File: src/rtl/moving_average_filter_core_defines.svh
// ----------------------------------------------------------------------------
// moving average filter assertion macros
// concurrent checks on clk, disabled while arst_n is low
// ----------------------------------------------------------------------------
`ifndef MOVING_AVERAGE_FILTER_CORE_DEFINES_SVH
`define MOVING_AVERAGE_FILTER_CORE_DEFINES_SVH

`ifndef SYNTH
// condition holds at every edge
`define MAVG_ASSERT_ALWAYS(lbl, cond, msg) \
	lbl: assert property (@(posedge clk) disable iff (!arst_n) (cond)) else $error(msg);
// same-cycle implication
`define MAVG_ASSERT_IMPL(lbl, pre, post, msg) \
	lbl: assert property (@(posedge clk) disable iff (!arst_n) (pre) |-> (post)) \
		else $error(msg);
// next-cycle implication
`define MAVG_ASSERT_NEXT(lbl, pre, post, msg) \
	lbl: assert property (@(posedge clk) disable iff (!arst_n) (pre) |=> (post)) \
		else $error(msg);
`else
`define MAVG_ASSERT_ALWAYS(lbl, cond, msg)
`define MAVG_ASSERT_IMPL(lbl, pre, post, msg)
`define MAVG_ASSERT_NEXT(lbl, pre, post, msg)
`endif

`endif

File: src/rtl/mavg_pkg.sv
`timescale 1ns / 1ps
// ----------------------------------------------------------------------------
// mavg_pkg
// shared types and constants of the moving average filter
// ----------------------------------------------------------------------------
package mavg_pkg;

	localparam int MAX_WINDOW_DEF  = 64;
	localparam int SAMPLE_BITS_DEF = 16;

	// window size register
	localparam int           WIN_BITS  = 7;
	localparam logic [6:0]   WIN_RESET = 7'd4;

	// queue between front and back
	localparam int FIFO_DEPTH = 2;
	localparam int KIND_BITS  = 2;

	typedef enum logic [KIND_BITS-1:0] {
		KIND_TAKE    = 2'd0,
		KIND_RESTART = 2'd1,
		KIND_CLEAR   = 2'd2,
		KIND_DROP    = 2'd3
	} item_kind_t;

	typedef enum logic [2:0] {
		BK_IDLE,
		BK_READ,
		BK_UPDATE,
		BK_START,
		BK_DIV,
		BK_SEND
	} back_state_t;

	typedef struct packed {
		logic full;
		logic empty;
	} fifo_status_t;

endpackage

File: src/rtl/mavg_ram.sv
`timescale 1ns / 1ps
// ----------------------------------------------------------------------------
// mavg_ram
// generic single write port, single read port ram with registered read
// ----------------------------------------------------------------------------
module mavg_ram #(
	parameter int WIDTH = 16,
	parameter int DEPTH = 64
) (
	input  logic                     clk,
	input  logic                     we,
	input  logic [$clog2(DEPTH)-1:0] waddr,
	input  logic [WIDTH-1:0]         wdata,
	input  logic                     re,
	input  logic [$clog2(DEPTH)-1:0] raddr,
	output logic [WIDTH-1:0]         rdata
);

	logic [WIDTH-1:0] mem_q [DEPTH];
	logic [WIDTH-1:0] rdata_q;

	always_ff @(posedge clk) begin
		if (we) begin
			mem_q[waddr] <= wdata;
		end
		if (re) begin
			rdata_q <= mem_q[raddr];
		end
	end

	assign rdata = rdata_q;

endmodule

File: src/rtl/mavg_fifo.sv
`timescale 1ns / 1ps
// ----------------------------------------------------------------------------
// mavg_fifo
// short word queue between the front and the back
// ----------------------------------------------------------------------------
module mavg_fifo #(
	parameter int WIDTH = 18
) (
	input  logic                  clk,
	input  logic                  arst_n,
	input  logic                  push,
	input  logic [WIDTH-1:0]      push_data,
	input  logic                  pop,
	output logic [WIDTH-1:0]      head,
	output mavg_pkg::fifo_status_t status
);
	import mavg_pkg::*;

	`include "moving_average_filter_core_defines.svh"

	localparam int PTR_W = (FIFO_DEPTH > 1) ? $clog2(FIFO_DEPTH) : 1;
	localparam int CNT_W = $clog2(FIFO_DEPTH + 1);

	logic [WIDTH-1:0] slot_q [FIFO_DEPTH];
	logic [PTR_W-1:0] wr_ptr_q;
	logic [PTR_W-1:0] rd_ptr_q;
	logic [CNT_W-1:0] count_q;

	function automatic logic [PTR_W-1:0] ptr_inc(input logic [PTR_W-1:0] p);
		return (p == PTR_W'(FIFO_DEPTH - 1)) ? '0 : p + 1'b1;
	endfunction

	always_ff @(posedge clk) begin
		if (push) begin
			slot_q[wr_ptr_q] <= push_data;
		end
	end

	always_ff @(posedge clk or negedge arst_n) begin
		if (!arst_n) begin
			wr_ptr_q <= '0;
			rd_ptr_q <= '0;
			count_q  <= '0;
		end else begin
			if (push) begin
				wr_ptr_q <= ptr_inc(wr_ptr_q);
			end
			if (pop) begin
				rd_ptr_q <= ptr_inc(rd_ptr_q);
			end
			if (push && !pop) begin
				count_q <= count_q + 1'b1;
			end else if (pop && !push) begin
				count_q <= count_q - 1'b1;
			end
		end
	end

	assign head         = slot_q[rd_ptr_q];
	assign status.full  = (count_q == CNT_W'(FIFO_DEPTH));
	assign status.empty = (count_q == '0);

	`MAVG_ASSERT_IMPL(a_no_push_full, push, !status.full || pop, "word pushed into a full queue")
	`MAVG_ASSERT_IMPL(a_no_pop_empty, pop, !status.empty, "word popped from an empty queue")
	`MAVG_ASSERT_ALWAYS(a_count_in_range, count_q <= CNT_W'(FIFO_DEPTH), "queue count beyond depth")

endmodule

File: src/rtl/mavg_front.sv
`timescale 1ns / 1ps
// ----------------------------------------------------------------------------
// mavg_front
// accepts input words and sorts them into take, restart, clear or drop
// ----------------------------------------------------------------------------
module mavg_front #(
	parameter int SAMPLE_BITS = mavg_pkg::SAMPLE_BITS_DEF
) (
	input  logic                                     in_valid,
	output logic                                     in_stall,
	input  logic signed [SAMPLE_BITS-1:0]            sample,
	input  logic                                     start_sequence,
	input  logic                                     win_zero,
	input  mavg_pkg::fifo_status_t                   fifo_stat,
	output logic                                     push,
	output logic [mavg_pkg::KIND_BITS+SAMPLE_BITS-1:0] push_data
);
	import mavg_pkg::*;

	item_kind_t kind;

	always_comb begin
		if (win_zero) begin
			// zero window: only the restart flag has any effect
			kind = start_sequence ? KIND_CLEAR : KIND_DROP;
		end else begin
			kind = start_sequence ? KIND_RESTART : KIND_TAKE;
		end
	end

	assign in_stall  = fifo_stat.full;
	assign push      = in_valid && !fifo_stat.full && (kind != KIND_DROP);
	assign push_data = {kind, sample};

endmodule

File: src/rtl/mavg_div.sv
`timescale 1ns / 1ps
// ----------------------------------------------------------------------------
// mavg_div
// restoring unsigned divider, one quotient bit per cycle
// ----------------------------------------------------------------------------
module mavg_div #(
	parameter int NUM_W = 22,
	parameter int DEN_W = 7
) (
	input  logic             clk,
	input  logic             arst_n,
	input  logic             start,
	input  logic [NUM_W-1:0] num,
	input  logic [DEN_W-1:0] den,
	output logic             busy,
	output logic [NUM_W-1:0] quo
);

	localparam int CNT_W = $clog2(NUM_W + 1);

	logic [NUM_W-1:0] quo_q;
	logic [DEN_W-1:0] rem_q;
	logic [DEN_W-1:0] den_q;
	logic [CNT_W-1:0] cnt_q;
	logic [DEN_W:0]   rem_shift;
	logic [DEN_W:0]   rem_trial;
	logic             fits;

	assign rem_shift = {rem_q, quo_q[NUM_W-1]};
	assign rem_trial = rem_shift - {1'b0, den_q};
	assign fits      = (rem_shift >= {1'b0, den_q});

	always_ff @(posedge clk) begin
		if (start) begin
			quo_q <= num;
			rem_q <= '0;
			den_q <= den;
		end else if (busy) begin
			// quotient bits shift in where dividend bits shift out
			quo_q <= {quo_q[NUM_W-2:0], fits};
			rem_q <= fits ? rem_trial[DEN_W-1:0] : rem_shift[DEN_W-1:0];
		end
	end

	always_ff @(posedge clk or negedge arst_n) begin
		if (!arst_n) begin
			cnt_q <= '0;
		end else if (start) begin
			cnt_q <= CNT_W'(NUM_W);
		end else if (busy) begin
			cnt_q <= cnt_q - 1'b1;
		end
	end

	assign busy = (cnt_q != '0);
	assign quo  = quo_q;

endmodule

File: src/rtl/mavg_back.sv
`timescale 1ns / 1ps
// ----------------------------------------------------------------------------
// mavg_back
// window update, running sum, division and result register
// ----------------------------------------------------------------------------
module mavg_back #(
	parameter int MAX_WINDOW  = mavg_pkg::MAX_WINDOW_DEF,
	parameter int SAMPLE_BITS = mavg_pkg::SAMPLE_BITS_DEF
) (
	input  logic                                       clk,
	input  logic                                       arst_n,
	input  logic [$clog2(MAX_WINDOW+1)-1:0]            eff_win,
	input  logic                                       win_clear,
	input  logic [mavg_pkg::KIND_BITS+SAMPLE_BITS-1:0] head,
	input  mavg_pkg::fifo_status_t                     fifo_stat,
	output logic                                       pop,
	output logic                                       out_valid,
	input  logic                                       out_stall,
	output logic signed [SAMPLE_BITS-1:0]              average
);
	import mavg_pkg::*;

	`include "moving_average_filter_core_defines.svh"

	localparam int EW_BITS = $clog2(MAX_WINDOW + 1);
	localparam int PTR_W   = $clog2(MAX_WINDOW);
	localparam int SUM_W   = SAMPLE_BITS + $clog2(MAX_WINDOW);
	localparam int IX_W    = EW_BITS + 1;
	localparam int EXT_W   = SUM_W - SAMPLE_BITS;

	back_state_t state_q;
	back_state_t state_d;

	item_kind_t                    head_kind;
	logic [SAMPLE_BITS-1:0]        head_sample;
	logic [SAMPLE_BITS-1:0]        sample_q;
	logic signed [SUM_W-1:0]       sum_q;
	logic [EW_BITS-1:0]            fill_q;
	logic [PTR_W-1:0]              wptr_q;
	logic                          out_valid_q;
	logic [SAMPLE_BITS-1:0]        average_q;

	logic                          ram_re;
	logic                          ram_we;
	logic [SAMPLE_BITS-1:0]        old_sample;
	logic [IX_W-1:0]               wp_x;
	logic [IX_W-1:0]               win_x;
	logic [IX_W-1:0]               old_x;
	logic [PTR_W-1:0]              old_idx;
	logic                          full;
	logic                          produce;
	logic signed [SUM_W-1:0]       sum_next;
	logic [SUM_W-1:0]              sum_mag;
	logic                          out_free;
	logic                          div_start;
	logic                          div_busy;
	logic [SUM_W-1:0]              div_quo;
	logic [SAMPLE_BITS-1:0]        quo_low;
	logic                          load_out;

	assign head_kind   = item_kind_t'(head[KIND_BITS+SAMPLE_BITS-1:SAMPLE_BITS]);
	assign head_sample = head[SAMPLE_BITS-1:0];

	// slot of the sample leaving the window
	assign wp_x    = IX_W'(wptr_q);
	assign win_x   = IX_W'(eff_win);
	assign old_x   = (wp_x >= win_x) ? (wp_x - win_x) : (wp_x + IX_W'(MAX_WINDOW) - win_x);
	assign old_idx = old_x[PTR_W-1:0];

	assign full     = (fill_q >= eff_win);
	assign produce  = full || ((fill_q + EW_BITS'(1)) == eff_win);
	assign sum_next = sum_q
		- (full ? {{EXT_W{old_sample[SAMPLE_BITS-1]}}, old_sample} : '0)
		+ {{EXT_W{sample_q[SAMPLE_BITS-1]}}, sample_q};
	assign sum_mag  = sum_q[SUM_W-1] ? (~sum_q + 1'b1) : sum_q;
	assign out_free = !out_valid_q || !out_stall;
	assign quo_low  = div_quo[SAMPLE_BITS-1:0];

	mavg_ram #(
		.WIDTH(SAMPLE_BITS),
		.DEPTH(MAX_WINDOW)
	) u_ring (
		.clk  (clk),
		.we   (ram_we),
		.waddr(wptr_q),
		.wdata(sample_q),
		.re   (ram_re),
		.raddr(old_idx),
		.rdata(old_sample)
	);

	mavg_div #(
		.NUM_W(SUM_W),
		.DEN_W(EW_BITS)
	) u_div (
		.clk   (clk),
		.arst_n(arst_n),
		.start (div_start),
		.num   (sum_mag),
		.den   (eff_win),
		.busy  (div_busy),
		.quo   (div_quo)
	);

	always_comb begin
		state_d = state_q;
		case (state_q)
			BK_IDLE: begin
				if (!fifo_stat.empty && head_kind != KIND_CLEAR) begin
					state_d = BK_READ;
				end
			end
			BK_READ:   state_d = BK_UPDATE;
			BK_UPDATE: state_d = produce ? BK_START : BK_IDLE;
			BK_START:  state_d = BK_DIV;
			BK_DIV: begin
				if (!div_busy) begin
					state_d = BK_SEND;
				end
			end
			BK_SEND: begin
				if (out_free) begin
					state_d = BK_IDLE;
				end
			end
			default:   state_d = BK_IDLE;
		endcase
	end

	always_comb begin
		pop       = 1'b0;
		ram_re    = 1'b0;
		ram_we    = 1'b0;
		div_start = 1'b0;
		load_out  = 1'b0;
		case (state_q)
			BK_IDLE:   pop       = !fifo_stat.empty;
			BK_READ:   ram_re    = 1'b1;
			BK_UPDATE: ram_we    = 1'b1;
			BK_START:  div_start = 1'b1;
			BK_SEND:   load_out  = out_free;
			default: begin
			end
		endcase
	end

	always_ff @(posedge clk) begin
		if (pop) begin
			sample_q <= head_sample;
		end
		if (load_out) begin
			average_q <= sum_q[SUM_W-1] ? (~quo_low + 1'b1) : quo_low;
		end
	end

	always_ff @(posedge clk or negedge arst_n) begin
		if (!arst_n) begin
			state_q     <= BK_IDLE;
			sum_q       <= '0;
			fill_q      <= '0;
			wptr_q      <= '0;
			out_valid_q <= 1'b0;
		end else begin
			state_q <= state_d;
			if (win_clear || (pop && (head_kind == KIND_RESTART || head_kind == KIND_CLEAR))) begin
				sum_q  <= '0;
				fill_q <= '0;
				wptr_q <= '0;
			end else if (state_q == BK_UPDATE) begin
				sum_q  <= sum_next;
				wptr_q <= (wptr_q == PTR_W'(MAX_WINDOW - 1)) ? '0 : wptr_q + 1'b1;
				if (!full) begin
					fill_q <= fill_q + 1'b1;
				end
			end
			if (load_out) begin
				out_valid_q <= 1'b1;
			end else if (!out_stall) begin
				out_valid_q <= 1'b0;
			end
		end
	end

	assign out_valid = out_valid_q;
	assign average   = average_q;

	`MAVG_ASSERT_ALWAYS(a_fill_in_window, fill_q <= eff_win, "fill count beyond window size")
	`MAVG_ASSERT_IMPL(a_div_free_on_start, div_start, !div_busy, "divider started while busy")
	`MAVG_ASSERT_NEXT(a_ring_read_then_write, state_q == BK_READ, state_q == BK_UPDATE,
		"ring read not followed by the window update")

endmodule

File: src/rtl/moving_average_filter_core.sv
`timescale 1ns / 1ps
// ----------------------------------------------------------------------------
// moving_average_filter_core
// sliding boxcar average of signed fixed-point samples
// ----------------------------------------------------------------------------
// input channel: in_valid / in_stall with sample and start_sequence; a word
// with start_sequence high empties the window before its sample is taken.
// output channel: out_valid / out_stall with average, the window sum over the
// window size, truncated toward zero. no word comes out until the window has
// filled; from then on each input word gives one average.
// cfg_wr_en / cfg_wr_data set the window size (reset 4, sizes above
// MAX_WINDOW act as MAX_WINDOW, zero stops all results) and empty the window.
// each word passes the back end states idle, read, update, start, div and
// send; the divider makes one quotient bit per cycle, and a word that gives
// no result goes back to idle after update. the back end takes one word at a
// time and does not take the next until it is done with the last.
// a two-word queue keeps in_stall low while the back end is busy until it
// fills; a stalled result waits in the output register while the next word
// is already being worked on.
// reset clears the window, the queue and the output valid flag at once.
// ----------------------------------------------------------------------------
module moving_average_filter_core #(
	parameter int MAX_WINDOW  = mavg_pkg::MAX_WINDOW_DEF,
	parameter int SAMPLE_BITS = mavg_pkg::SAMPLE_BITS_DEF
) (
	input  logic                            clk,
	input  logic                            arst_n,
	input  logic                            cfg_wr_en,
	input  logic [mavg_pkg::WIN_BITS-1:0]   cfg_wr_data,
	input  logic                            in_valid,
	output logic                            in_stall,
	input  logic signed [SAMPLE_BITS-1:0]   sample,
	input  logic                            start_sequence,
	output logic                            out_valid,
	input  logic                            out_stall,
	output logic signed [SAMPLE_BITS-1:0]   average
);
	import mavg_pkg::*;

	localparam int EW_BITS = $clog2(MAX_WINDOW + 1);
	localparam int CMP_W   = (WIN_BITS > EW_BITS) ? WIN_BITS : EW_BITS;
	localparam int WORD_W  = KIND_BITS + SAMPLE_BITS;

	logic [WIN_BITS-1:0] win_q;
	logic [CMP_W-1:0]    win_ext;
	logic [EW_BITS-1:0]  eff_win;
	fifo_status_t        fifo_stat;
	logic                push;
	logic                pop;
	logic [WORD_W-1:0]   push_data;
	logic [WORD_W-1:0]   head;

	always_ff @(posedge clk or negedge arst_n) begin
		if (!arst_n) begin
			win_q <= WIN_RESET;
		end else if (cfg_wr_en) begin
			win_q <= cfg_wr_data;
		end
	end

	// window size saturates at the ring depth
	assign win_ext = CMP_W'(win_q);
	assign eff_win = (win_ext > CMP_W'(MAX_WINDOW)) ? EW_BITS'(MAX_WINDOW)
		: win_ext[EW_BITS-1:0];

	mavg_front #(
		.SAMPLE_BITS(SAMPLE_BITS)
	) u_front (
		.in_valid      (in_valid),
		.in_stall      (in_stall),
		.sample        (sample),
		.start_sequence(start_sequence),
		.win_zero      (eff_win == '0),
		.fifo_stat     (fifo_stat),
		.push          (push),
		.push_data     (push_data)
	);

	mavg_fifo #(
		.WIDTH(WORD_W)
	) u_fifo (
		.clk      (clk),
		.arst_n   (arst_n),
		.push     (push),
		.push_data(push_data),
		.pop      (pop),
		.head     (head),
		.status   (fifo_stat)
	);

	mavg_back #(
		.MAX_WINDOW (MAX_WINDOW),
		.SAMPLE_BITS(SAMPLE_BITS)
	) u_back (
		.clk      (clk),
		.arst_n   (arst_n),
		.eff_win  (eff_win),
		.win_clear(cfg_wr_en),
		.head     (head),
		.fifo_stat(fifo_stat),
		.pop      (pop),
		.out_valid(out_valid),
		.out_stall(out_stall),
		.average  (average)
	);

endmodule

File: config.mk
export PLATFORM = sky130hd
export DESIGN_NAME = moving_average_filter_core
export DESIGN_NICKNAME = d
export VERILOG_FILES = /design/src/rtl/mavg_pkg.sv /design/src/rtl/mavg_ram.sv /design/src/rtl/mavg_fifo.sv /design/src/rtl/mavg_front.sv /design/src/rtl/mavg_div.sv /design/src/rtl/mavg_back.sv /design/src/rtl/moving_average_filter_core.sv
export VERILOG_INCLUDE_DIRS = /design/src /design/src/rtl
export SDC_FILE = /design/constraint.sdc
export NUM_CORES = 1
export LEC_CHECK = 0
export BUFFER_PORTS_ARGS = -buffer_cell sky130_fd_sc_hd__buf_2
export CORE_UTILIZATION = 63
export CTS_CLUSTER_SIZE = 14
export DETAILED_ROUTE_END_ITERATION = 10
export GPL_ROUTABILITY_DRIVEN = 0
export PLACE_DENSITY = 0.85
export SLEW_MARGIN = 0
export SYNTH_ARGS = -nofsm -noshare
export SYNTH_HDL_FRONTEND = slang
export SYNTH_SLANG_ARGS = --single-unit
export TNS_END_PERCENT = 50
File: constraint.sdc
create_clock -name clk -period 5.6 [get_ports clk]
set_input_delay 0.28 -clock clk [delete_from_list [all_inputs] [get_ports clk]]
set_output_delay 0.28 -clock clk [all_outputs]
set_load 0.01 [all_outputs]
==> results.yml <==
floorplan:
  dieArea_sq_um: 78900
  dieWidth_microns: 281
  core_sq_um: 76500
  die_y_microns: 281
  pin_count: 47
  rows: 101
  initial_core_util_pct: 64.1
cells_and_area:
  syn_to_final_growth_pct: 12.1
  n_fill_cell: 4041
  fin_cells: 3791
  final_nets: 2771
  antenna_cells: 0
  multi_input_area_sq_um: 12500
  fin_util_pct: 71.8
  drive_gt1_share_pct: 24.4
  seq_area_sq_um: 35700
  fin_area_sq_um: 54900
logic_synthesis:
  synth_xor_area_share_pct: 1.48
  muxShareOfSynthArea_pct: 16.4
  yosys_warnings: 0
  ys.flop_type: "edfxtp_1"
  syn_nets: 2584
  syn_inst: 2482
  synth.distinct_cells: 64
  syn_avg_cell_area_sq_um: 19.7
  synth_area_sq_um: 49000
  yosysSeqAreaShare_pct: 72.8
  synth-simple-area-share_pct: 3.07
  synth_top_family_by_area: "multiplexers"
  ys_top_cells_by_area: "edfxtp_1 70%, mux4_2 15%, dfrtp_1 2.8%, ha_1 1.3%, xnor2_1 1.1%"
  synth_edf_count: 1137
  synthAdderAreaFrac_pct: 2.22
  synth_common_cells: "1137 x edfxtp_1, 320 x mux4_2, 114 x nor2_1, 110 x inv_1, 95 x nand2_1"
  synth_top_area_share_pct: 69.7
  synth-compound-area-share_pct: 2.30
  synth-seq-cells: 1199
  synth.most_common_cell: "edfxtp_1"
  synth_top_area_cell: "edfxtp_1"
  synthArstFlopShare_pct: 4.59
global_route:
  grt_pass1_vias: 26800
  track_usage_pct: 33.5
  grt_max_degree: 69
  grt_antenna_before_repair: 4
  grt_remaining_overflow: 0
  grt_pass1_wl_microns: 186000
sta:
  final_max_slew_viol_count: 0
  period_minus_slack_ns: 5.12
  final-hold-violation-count: 0
  max_slew_margin_pct: 30.4
  skew_ns: 0.0483
  rsz0062_at_grt: "no"
  fin_crit_sh_pct: 91.4
  setup_tns_ns: 0
  max_clock_freq_ghz: 0.195
  worst_pin_slew_ns: 1.03
  setup_viol: 0
min_path:
  min-delay-start: "cfg_wr_en"
  holdCritPathClass: "in2reg"
  holdPathStages: 2
  min_delay_worst_endpoint: "win_ext[6]"
clock_tree:
  insertion_delay_ns: 0.70
  cts.sinks: 1199
  cts_setup_buffers: 0
  cts_tree: "built"
  numCtsBuffers: 112
  cts-root-buf: "clkbuf_16"
  cts_max_path_buffers: 3
  path_clk_slew_ns: 0.06
  htreeDepth: 3
setup_path:
  crit_family: "compound AO/OA/AOI/OAI gates"
  cp.required_ns: 6.17
  reg2reg_from: "win_ext[6]"
  cp_cell_sequence: "inv_1, nand2_1, ha_1, a2111oi_2, o31ai_1, a21oi_1, buf_4, nor2b_1, fa_1, inv_1, ha_1, a21o_1, a221o_1, a21oi_1, a21boi_0, buf_4, nor2b_1, o21ai_0, mux2_2"
  end_kind: "register"
  worstPathArrival_ns: 5.69
  r2r-end: "u_back.sum_q[18]"
  crit_path_top_delay_cell: "fa_1"
  cp-start-kind: "register"
  max_stage_delay_ns: 0.49
  worstSetupPathType: "reg2reg"
  path_max_fanout: 20
  cp_num_buf_inv: 4
  cp-startpoint: "win_ext[6]"
  r2r_slack_ns: 0.48
  reg2regPathDepth: 19
placement:
  placedCellCount: 3558
  place_hpwl_microns: 63500
  place_area_sq_um: 51100
  io_buffer_count: 46
drt:
  drtAntennaViolNets: 0
  drt-total-wl_microns: 128000
  wl_met1_microns: 43000
  routed-wl-met2_microns: 63300
  highest_layer: "met5"
  drc_errors: 0
  via_per_inst: 7.01
  drt_iter0_drc: 3855
  drtPass1Iterations: 7
  vias: 26600
  wl_per_cell_microns: 33.7
  wl_met3_microns: 14300
flow_run:
  drv_cap: 0
run_status:
  status: "finished clean"
power:
  power.density_nw_per_um2: 552
  vdd_ir_drop_max_mv: 0.407
  leakagePower_nw: 18.4
  p_total_mw: 30.3
through the flow:
step	hold slack (ns)	worst slack (ns)
2_1_floorplan	-0.0156	0.680
3_3_place_gp	0.440	0.670
3_5_place_dp	0.472	0.474
4_1_cts	0.000180	0.406
5_1_grt	0.0233	0.146
6_report	0.0401	0.480
worst reg2reg max path, cell delays in order (launching register included):
cell	delay (ns)
dfrtp_1	0.45
inv_1	0.19
nand2_1	0.24
ha_1	0.40
a2111oi_2	0.38
o31ai_1	0.18
a21oi_1	0.18
buf_4	0.26
nor2b_1	0.10
fa_1	0.49
inv_1	0.06
ha_1	0.34
a21o_1	0.20
a221o_1	0.39
a21oi_1	0.19
a21boi_0	0.11
buf_4	0.17
nor2b_1	0.12
o21ai_0	0.19
mux2_2	0.36
state kept, by name, indices dropped and copies added (netlist names):
| signal | cells |
|---|---|
| u_back.out_valid | 1 |
| u_back.u_div.quo | 22 |
| u_fifo.wr_ptr_q | 1 |
| win_ext | 7 |
| u_back.u_div.rem_q | 7 |
| u_back.u_ring.rdata | 16 |
| u_back.sample_q | 16 |
| u_back.fill_q | 7 |
| u_back.u_div.den_q | 7 |
| u_back.state_q | 3 |
| u_back.u_div.cnt_q | 5 |
| u_back.average | 16 |
| u_back.wptr_q | 6 |
| u_fifo.slot_q | 36 |
| u_fifo.rd_ptr_q | 1 |
| u_back.sum_q | 22 |
| u_back.u_ring.mem_q | 1024 |
| u_fifo.count_q | 2 |
layer usage:
| layer | GRT usage (%) | vias up |
|---|---|---|
| met1 | 43.0 | 13500 |
| met3 | 7.12 | 450 |
| met2 | 55.3 | 2280 |
| li1 | - | 10300 |
| met4 | 15.8 | 8 |
| met5 | 0 | - |
repair_timing:
action / 4_1_cts / 5_1_grt
hold buffers: 27 / 0
hold endpoints to repair: 95 / 0
endpoints found under the setup margin: 0 / 7
resized for setup: 0 / 2
final cells by class:
class,count,share of cell area [%]
flip-flops and latches,1199,65.0
repair buffers,182,2.61
clock inverters,71,1.16
well taps,1030,2.35
inverters,111,0.759
multi-input cells,1063,22.9
clock buffers,135,5.30
worst max path at each step:
stage                             endpoint  slack, ns  depth (start not counted)
after floorplan           u_back.sum_q[18]       0.68                         19
after global placement    u_back.sum_q[18]       0.67                         20
after detailed placement  u_back.sum_q[18]       0.47                         19
after CTS                 u_back.sum_q[18]       0.41                         19
after global routing      u_back.sum_q[18]       0.15                         19
final                     u_back.sum_q[18]       0.48                         19
logic make-up after synthesis:
group / after synthesis
AOI/OAI and AO/OA: 183
xor gates and xnor gates: 83
adders and majority gates: 73
buffers and inverters: 220
DFF: 1199
muxes: 400
and+or+nand+nor: 324
cells in the final DEF, fill, tap and decap left out, types with 9 or more instances in the layout:
master	Yosys	layout
clkbuf_16	0	112
mux2_2	25	25
ha_1	50	49
o21ai_0	62	62
a21oi_1	45	45
fa_1	23	22
buf_2	13	46
buf_12	0	9
mux4_2	320	320
clkinv_1	1	33
dlygate4sd3_1	0	27
o31ai_1	11	11
nor3_1	12	12
a21o_1	10	10
inv_1	110	110
xor2_1	20	20
nand2_1	95	95
dfrtp_1	54	54
nor2b_1	26	26
mux2i_1	55	55
clkinv_2	0	17
nor2_1	114	114
edfxtp_1	1137	1137
clkbuf_1	73	21
nand3_1	18	18
xnor2_1	63	59
buf_4	0	100
report_power, final:
part / internal (mW) / total, mW / switching, mW
logic: 4.23 / 10.7 / 6.49
clock network: 4.05 / 7.52 / 3.47
registers: 11.7 / 12.1 / 0.396
total: 19.9 / 30.3 / 10.4
(Power assumes the default switching activity.)
